--- config.mk ---
export PLATFORM = sky130hd
export DESIGN_NAME = first_fit_block_allocator
export DESIGN_NICKNAME = d
export VERILOG_FILES = /design/src/hdl/ffba_pkg.sv /design/src/hdl/first_fit_block_allocator.sv
export SDC_FILE = /design/constraint.sdc
export NUM_CORES = 2
export LEC_CHECK = 0
export BUFFER_PORTS_ARGS = -buffer_cell sky130_fd_sc_hd__buf_4
export CAP_MARGIN = 25
export CORE_AREA = 2 2 416 583
export CTS_CLUSTER_DIAMETER = 100
export CTS_CLUSTER_SIZE = 12
export DETAILED_ROUTE_END_ITERATION = 16
export DIE_AREA = 0 0 418 585
export PLACE_DENSITY = 0.6
export REMOVE_ABC_BUFFERS = 1
export SYNTH_ARGS = -nofsm -noshare
export SYNTH_HDL_FRONTEND = slang
export SYNTH_SLANG_ARGS = --single-unit
--- constraint.sdc ---
create_clock -name clk -period 16.9 [get_ports clk]
set_input_delay 4.225 -clock clk [delete_from_list [all_inputs] [get_ports clk]]
set_output_delay 4.225 -clock clk [all_outputs]
set_load 0.01 [all_outputs]
--- src/hdl/ffba_pkg.sv ---
// ---------------------------------------------------------------------------
// ffba_pkg: shared definitions for the first-fit block allocator
// Field widths, heap granule constants, request and status codes, and the
// sequencer state type.
// ---------------------------------------------------------------------------
`default_nettype none

package ffba_pkg;

  // Default heap size in bytes.
  localparam int HEAP_BYTES_DEF = 4096;

  // Heap granule is 16 bytes; every block header takes 8 bytes.
  localparam int GRAN_SHIFT   = 4;
  localparam int GRAN_BYTES   = 16;
  localparam int HDR_BYTES    = 8;

  // Fixed payload field widths.
  localparam int REQ_W  = 12;
  localparam int OFS_W  = 12;
  localparam int STAT_W = 2;
  // Width of a rounded-up request measured in granules.
  localparam int NEED_W = REQ_W + 1 - GRAN_SHIFT;

  // Payload offset of a block relative to its start, as the low bits.
  localparam logic [GRAN_SHIFT-1:0] HDR_OFS = GRAN_SHIFT'(HDR_BYTES);

  // Request codes.
  localparam logic OP_ALLOC = 1'b0;
  localparam logic OP_FREE  = 1'b1;

  // Result status codes.
  localparam logic [STAT_W-1:0] ST_OK      = 2'd0;
  localparam logic [STAT_W-1:0] ST_NOFIT   = 2'd1;
  localparam logic [STAT_W-1:0] ST_BADFREE = 2'd2;

  typedef enum logic [2:0] {
    S_IDLE,
    S_A_EVAL,
    S_A_SPLIT,
    S_F_EVAL,
    S_F_NEXT,
    S_F_PREV,
    S_F_CLEAR,
    S_DONE
  } state_t;

endpackage

`default_nettype wire

--- src/hdl/first_fit_block_allocator.sv ---
// An allocate walks the headers in S_A_EVAL, then passes S_A_SPLIT on a split
// and S_DONE; a free walks in S_F_EVAL, then passes S_F_NEXT, S_F_PREV,
// S_F_CLEAR when it merges with the previous block, and S_DONE. Requests are
// taken one at a time; the header walk reads one block header per cycle.
// Reset: no sweep; until entry zero is first written it reads as a
// single free block covering the whole heap.
// ---------------------------------------------------------------------------
// first_fit_block_allocator
// Implicit free-list heap manager: first-fit allocate with split, and free
// with merging of free neighbors, walking the block headers in a memory.
// ---------------------------------------------------------------------------
`default_nettype none

module first_fit_block_allocator #(
  parameter int HEAP_BYTES = ffba_pkg::HEAP_BYTES_DEF
) (
  input  wire                           clk,
  input  wire                           rst,
  input  wire                           req_valid,
  output logic                          req_stall,
  input  wire                           operation,
  input  wire [ffba_pkg::REQ_W-1:0]     request_bytes,
  input  wire [ffba_pkg::OFS_W-1:0]     free_offset,
  output logic                          rsp_valid,
  input  wire                           rsp_stall,
  output logic [ffba_pkg::STAT_W-1:0]   status,
  output logic [ffba_pkg::OFS_W-1:0]    granted_offset
);

  localparam int NG = HEAP_BYTES / ffba_pkg::GRAN_BYTES;
  localparam int IW = (NG > 1) ? $clog2(NG) : 1;
  localparam int GW = $clog2(NG + 1);
  localparam int HW = GW + 1;
  localparam int CW = (GW > ffba_pkg::NEED_W) ? GW : ffba_pkg::NEED_W;
  localparam int BW = (GW + ffba_pkg::GRAN_SHIFT > ffba_pkg::OFS_W) ?
                      GW + ffba_pkg::GRAN_SHIFT : ffba_pkg::OFS_W;
  localparam logic [GW-1:0] NG_G = GW'(NG);

  // Header store: {size in granules, allocated bit} at each block start.
  logic [HW-1:0] mem [NG];
  logic [HW-1:0] rd_data;
  logic          rd_fresh0;
  logic          init0;

  ffba_pkg::state_t state, state_next;
  logic [GW-1:0]    cur, cur_next;
  logic [GW-1:0]    prev, prev_next;
  logic [GW-1:0]    nx, nx_next;
  logic [GW-1:0]    size_cur, size_next;
  logic [ffba_pkg::NEED_W-1:0] need, need_next;
  logic [ffba_pkg::OFS_W-1:0]  off, off_next;
  logic [ffba_pkg::STAT_W-1:0] res_status, res_status_next;
  logic [ffba_pkg::OFS_W-1:0]  res_offset, res_offset_next;

  logic [IW-1:0] rd_addr;
  logic          mem_we;
  logic [IW-1:0] mem_waddr;
  logic [HW-1:0] mem_wdata;
  logic          load_rsp;

  logic [GW-1:0] hdr_g;
  logic          hdr_used;
  logic [GW-1:0] room;
  logic [GW-1:0] nxt;
  logic          fits;
  logic [GW-1:0] excess;
  logic [GW-1:0] split_idx;
  logic [BW-1:0] cur_ofs;
  logic          match;
  logic [ffba_pkg::REQ_W:0] req_sum;

  // Entry zero holds the whole heap as one free block until it is written.
  assign hdr_g    = rd_fresh0 ? NG_G : rd_data[HW-1:1];
  assign hdr_used = rd_fresh0 ? 1'b0 : rd_data[0];

  // Shared walk datapath: next block start, fit check, offset match.
  assign room    = NG_G - cur;
  assign nxt     = (hdr_g == '0 || hdr_g > room) ? NG_G : cur + hdr_g;
  assign fits    = !hdr_used && (CW'(need) <= CW'(hdr_g));
  assign excess  = hdr_g - GW'(need);
  assign split_idx = cur + GW'(need);
  assign cur_ofs = BW'({cur, ffba_pkg::HDR_OFS});
  assign match   = (cur_ofs == BW'(off));
  assign req_sum = {1'b0, request_bytes} +
                   (ffba_pkg::REQ_W+1)'(ffba_pkg::HDR_BYTES + ffba_pkg::GRAN_BYTES - 1);

  assign req_stall = (state != ffba_pkg::S_IDLE);

  always_ff @(posedge clk) begin
    if (mem_we) begin
      mem[mem_waddr] <= mem_wdata;
    end
    rd_data <= mem[rd_addr];
  end

  always_ff @(posedge clk) begin
    if (rst) begin
      init0     <= 1'b0;
      rd_fresh0 <= 1'b0;
    end else begin
      rd_fresh0 <= (rd_addr == '0) && !init0;
      if (mem_we && mem_waddr == '0) begin
        init0 <= 1'b1;
      end
    end
  end

  always_ff @(posedge clk) begin
    if (rst) begin
      state <= ffba_pkg::S_IDLE;
    end else begin
      state <= state_next;
    end
    cur        <= cur_next;
    prev       <= prev_next;
    nx         <= nx_next;
    size_cur   <= size_next;
    need       <= need_next;
    off        <= off_next;
    res_status <= res_status_next;
    res_offset <= res_offset_next;
  end

  always_ff @(posedge clk) begin
    if (rst) begin
      rsp_valid <= 1'b0;
    end else if (load_rsp) begin
      rsp_valid      <= 1'b1;
      status         <= res_status;
      granted_offset <= res_offset;
    end else if (!rsp_stall) begin
      rsp_valid <= 1'b0;
    end
  end

  always_comb begin
    state_next      = state;
    cur_next        = cur;
    prev_next       = prev;
    nx_next         = nx;
    size_next       = size_cur;
    need_next       = need;
    off_next        = off;
    res_status_next = res_status;
    res_offset_next = res_offset;
    rd_addr         = cur[IW-1:0];
    mem_we          = 1'b0;
    mem_waddr       = cur[IW-1:0];
    mem_wdata       = '0;
    load_rsp        = 1'b0;
    case (state)
      ffba_pkg::S_IDLE: begin
        rd_addr = '0;
        if (req_valid) begin
          need_next       = req_sum[ffba_pkg::REQ_W:ffba_pkg::GRAN_SHIFT];
          off_next        = free_offset;
          cur_next        = '0;
          prev_next       = '0;
          res_offset_next = '0;
          state_next      = (operation == ffba_pkg::OP_FREE) ?
                            ffba_pkg::S_F_EVAL : ffba_pkg::S_A_EVAL;
        end
      end
      ffba_pkg::S_A_EVAL: begin
        if (fits) begin
          mem_we          = 1'b1;
          mem_wdata       = {(excess != '0) ? GW'(need) : hdr_g, 1'b1};
          res_status_next = ffba_pkg::ST_OK;
          res_offset_next = cur_ofs[ffba_pkg::OFS_W-1:0];
          size_next       = excess;
          state_next      = (excess != '0) ? ffba_pkg::S_A_SPLIT : ffba_pkg::S_DONE;
        end else if (nxt == NG_G) begin
          res_status_next = ffba_pkg::ST_NOFIT;
          state_next      = ffba_pkg::S_DONE;
        end else begin
          cur_next = nxt;
          rd_addr  = nxt[IW-1:0];
        end
      end
      ffba_pkg::S_A_SPLIT: begin
        // The remainder becomes a free block right after the granted one.
        mem_we     = 1'b1;
        mem_waddr  = split_idx[IW-1:0];
        mem_wdata  = {size_cur, 1'b0};
        state_next = ffba_pkg::S_DONE;
      end
      ffba_pkg::S_F_EVAL: begin
        if (match) begin
          if (hdr_used) begin
            size_next  = hdr_g;
            nx_next    = nxt;
            rd_addr    = nxt[IW-1:0];
            state_next = ffba_pkg::S_F_NEXT;
          end else begin
            res_status_next = ffba_pkg::ST_BADFREE;
            state_next      = ffba_pkg::S_DONE;
          end
        end else if (nxt == NG_G) begin
          res_status_next = ffba_pkg::ST_BADFREE;
          state_next      = ffba_pkg::S_DONE;
        end else begin
          prev_next = cur;
          cur_next  = nxt;
          rd_addr   = nxt[IW-1:0];
        end
      end
      ffba_pkg::S_F_NEXT: begin
        // The header of the following block is on the read port now.
        if (nx != NG_G && !hdr_used) begin
          size_next = size_cur + hdr_g;
          mem_we    = 1'b1;
          mem_waddr = nx[IW-1:0];
          mem_wdata = '0;
        end
        rd_addr    = prev[IW-1:0];
        state_next = ffba_pkg::S_F_PREV;
      end
      ffba_pkg::S_F_PREV: begin
        res_status_next = ffba_pkg::ST_OK;
        mem_we          = 1'b1;
        if (prev != cur && !hdr_used) begin
          mem_waddr  = prev[IW-1:0];
          mem_wdata  = {hdr_g + size_cur, 1'b0};
          state_next = ffba_pkg::S_F_CLEAR;
        end else begin
          mem_wdata  = {size_cur, 1'b0};
          state_next = ffba_pkg::S_DONE;
        end
      end
      ffba_pkg::S_F_CLEAR: begin
        mem_we     = 1'b1;
        mem_wdata  = '0;
        state_next = ffba_pkg::S_DONE;
      end
      ffba_pkg::S_DONE: begin
        if (!rsp_valid || !rsp_stall) begin
          load_rsp   = 1'b1;
          state_next = ffba_pkg::S_IDLE;
        end
      end
      default: begin
        state_next = ffba_pkg::S_IDLE;
      end
    endcase
  end

  // A failed request never reports an offset.
  a_fail_zero_offset: assert property (@(posedge clk) disable iff (rst)
    rsp_valid && status != ffba_pkg::ST_OK |-> granted_offset == '0)
    else $error("failed request carries a nonzero offset");

  // The header store is only written while a request is being worked on.
  a_write_busy: assert property (@(posedge clk) disable iff (rst)
    mem_we |-> state != ffba_pkg::S_IDLE && state != ffba_pkg::S_DONE)
    else $error("header write outside of a request");

  // An accepted beat starts a walk from the first block.
  a_accept_walk: assert property (@(posedge clk) disable iff (rst)
    req_valid && !req_stall |=>
      (state == ffba_pkg::S_A_EVAL || state == ffba_pkg::S_F_EVAL) && cur == '0)
    else $error("accepted beat did not start a header walk");

  // The walk pointer stays inside the heap while headers are evaluated.
  a_cur_in_heap: assert property (@(posedge clk) disable iff (rst)
    state == ffba_pkg::S_A_EVAL || state == ffba_pkg::S_F_EVAL |-> cur < NG_G)
    else $error("walk pointer ran past the heap");

endmodule

`default_nettype wire
==> impl_metrics.yaml <==
clock_tree:
  cts_max_level: 4
  cts_setup_buffers: 0
  cts-root-buf: "clkbuf_16"
  cts_tree: "built"
  ctsHoldBuffers: 0
  clk_latency_ns: 0.93
  clkSinkCount: 2655
  clockBufferDepth: 4
  cts_resized: 0
  cts.clk_slew.worst_paths_ns: 0.06
  cts-buffers-inserted: 247
die:
  die_y_um: 585
  io_pins: 45
  initial_core_util_pct: 44.70
  coreArea_sq_um: 239600
  dieWidth_um: 418
  die-area_sq_um: 244500
  num_rows: 213
synth:
  seq_area_frac_synth_pct: 74.29
  yosys.area_share.xor_xnor_pct: 0.4661
  syn_area_sq_um: 107100
  ys_ff_latch: 2655
  synth_edf_count: 2639
  yosysUniqueCellTypes: 86
  yosysTopAreaCellShare_pct: 73.99
  synthAdderAreaFrac_pct: 0.5654
  synth_top_family_by_area: "simple AND/OR/NAND/NOR gates"
  yosys.area_share.simple_pct: 14.47
  synth.top_cells.by_area: "edfxtp_1 (74%), nand2_1 (7.7%), nand3_1 (3.2%), a21oi_1 (1.7%), mux2i_1 (1.6%)"
  syn_avg_cell_area_sq_um: 13.16
  synth_compound_area_share_pct: 6.162
  synth_mux_area_share_pct: 1.699
  yosys_warnings: 0
  postSynthCellCount: 8136
  yosys.area.top_type: "edfxtp_1"
  synth-main-ff-cell: "edfxtp_1"
  async_reset_ff_share_pct: 0
sta:
  fmax_mhz: 109.9
  relSlewSlack_pct: 18.99
  final.setup.worst_slack_ns: 7.799
  tns_ns: 0
  rsz0062_at_grt: "false"
  final_max_slew_viol_count: 0
  hold_violations: 0
  fin_worst_skew_ns: 0.06372
  finalWorstPathRequiredPeriod_ns: 9.101
  setup_viol: 0
  period_share_pct: 53.85
  max_slew.worst_pin.slew_ns: 1.198
worst_setup_path:
  worst_setup_path_end_kind: "flop"
  crit_path_max_incr_delay_ns: 0.78
  r2r-start: "rd_fresh0"
  cp_data_arrival_time_ns: 9.95
  crit_type: "flop to flop"
  cp_max_fo: 153
  cp.required_ns: 17.75
  crit_start: "rd_fresh0"
  critPathSlowestCell: "nor4_1"
  crit_chain: "nor2b_1, inv_1, fa_1, nand2b_1, a21o_1, a211oi_1, nor4b_2, a41o_1, o21a_1, o21a_4, buf_12, buf_4, buf_4, mux2i_1, a32oi_1, a31oi_1, nor4_1, o211ai_1, o21ai_0, nand3b_1"
  crit_path_start_kind: "flop"
  crit_top_cell: "buf_4"
drt:
  ant_nets: 0
  top_layer: "met5"
  routedWlPerCell_um: 29.83
  met2_length_mm: 163.8
  vias_per_cell: 6.131
  routed_wl_mm: 342.6
  first_pass_iters: 6
  drtIter0Drc: 8768
  drc: 0
  met1_length_mm: 126.9
  vias: 70410
  met3_length_mm: 31.32
place:
  preCtsSetupSlack_ns: 7.978
  portBuffers: 41
  gp_congestion: 0.9159
  place_hpwl_mm: 201.4
  placement.cell_area_sq_um: 112400
cells_and_area:
  fillers: 20180
  area_delta_synth_final_pct: 11.64
  drive_above_1_share_pct: 9.211
  fin_area_sq_um: 119600
  nets: 8382
run:
  drv_cap: 0
grt:
  grt_overflow: 0
  grt_max_degree: 224
  grt_pass1_vias: 67050
  grt_pass1_wl_mm: 485.4
  grt_util_all_layers_pct: 27.44
  antenna_found_initial: 7
min_path:
  hold_path_class: "flop to flop"
  holdCritStartpoint: "res_offset[5]"
outcome:
  outcome: "finished clean"
worst paths after layout:
check	end	slack, ns	cells after the start
worst max-delay path	rd_data[8]	7.80	20
worst max register to register	rd_data[8]	7.80	20
worst min-delay path	granted_offset[5]	0.42	0
worst min register to register	granted_offset[5]	0.42	0
worst max-delay path: cells and delay by family (launching register included):
family	cells	cell delay (ns)
compound gates	9	3.29
flops	1	0.42
buf+inv	4	2.26
fa+ha+maj	1	0.44
mux	1	0.19
simple gates	5	2.08
layout by cell type (no fill, tap or decap), types with 45 or more instances in the layout:
cell type	n
clkbuf_16	251
nand3_1	669
buf_4	320
a21oi_1	371
a32oi_1	78
a22oi_1	45
and3_1	83
mux2i_1	166
nor2_1	337
clkbuf_1	46
edfxtp_1	2639
nand2_1	2174
o21ai_0	49
buf_6	84
nand4_1	138
nor4_1	54
a31oi_1	229
cell usage after synthesis (20+ instances only):
cell type	count
o21ai_0	62
xor2_1	28
buf_2	269
clkbuf_1	183
a32oi_1	78
a211oi_1	22
mux2i_1	166
inv_1	43
a311oi_1	38
nand3_1	675
nor2_1	341
nor3_1	35
a22oi_1	45
o22ai_1	30
a31oi_1	229
xnor2_1	29
a21oi_1	371
nand2_1	2185
o211ai_1	20
nand4_1	138
ha_1	42
buf_1	53
and3_1	83
nor2b_1	26
edfxtp_1	2639
nor4_1	55
cells by family after synthesis:
group,Yosys count
AOI/OAI and AO/OA,1024
muxes,174
xor gates and xnor gates,57
DFF,2655
other,1
and+or+nand+nor,3616
buffers and inverters,563
adders and majority gates,46
flip-flops by register name, indices dropped and copies added (netlist names):
signal,count
res_status,2
need,9
res_offset,9
prev,9
size_cur,9
mem,2560
rd_data,10
nx,9
cur,9
granted_offset,9
state,3
off,12
rsp_valid,1
rd_fresh0,1
init0,1
status,2
per-layer routing:
layer	global-route usage (%)	up-vias
met5	0	-
met4	15.14	4
met3	4.547	793
met2	44.68	3779
met1	35.10	35570
li1	-	30260
final cells by class:
cell class	count	area (sq um)	share of cell area, %
clock buffers	297	6454	5.397
diodes	6	15.01	0.01256
multi-input cells	4920	25350	21.20
flip-flops and latches	2655	79570	66.54
repair buffers	440	4069	3.403
clock inverters	5	57.56	0.04813
well taps	3117	3900	3.261
inverters	43	168.9	0.1413
through the flow:
stage | utilization, % | hold WS [ns] | cells
4_1_cts | 49.65 | 0.4189 | 11420
3_3_place_gp | 46.31 | 0.4011 | 10970
3_5_place_dp | 46.93 | 0.4045 | 11120
5_1_grt | 49.90 | 0.4265 | 11480
6_report | 49.91 | 0.4186 | 11480
2_1_floorplan | - | 0.4003 | 7618
Power is not shown: default switching activity piles up to over one toggle a cycle in this logic, so the estimate is an artifact.
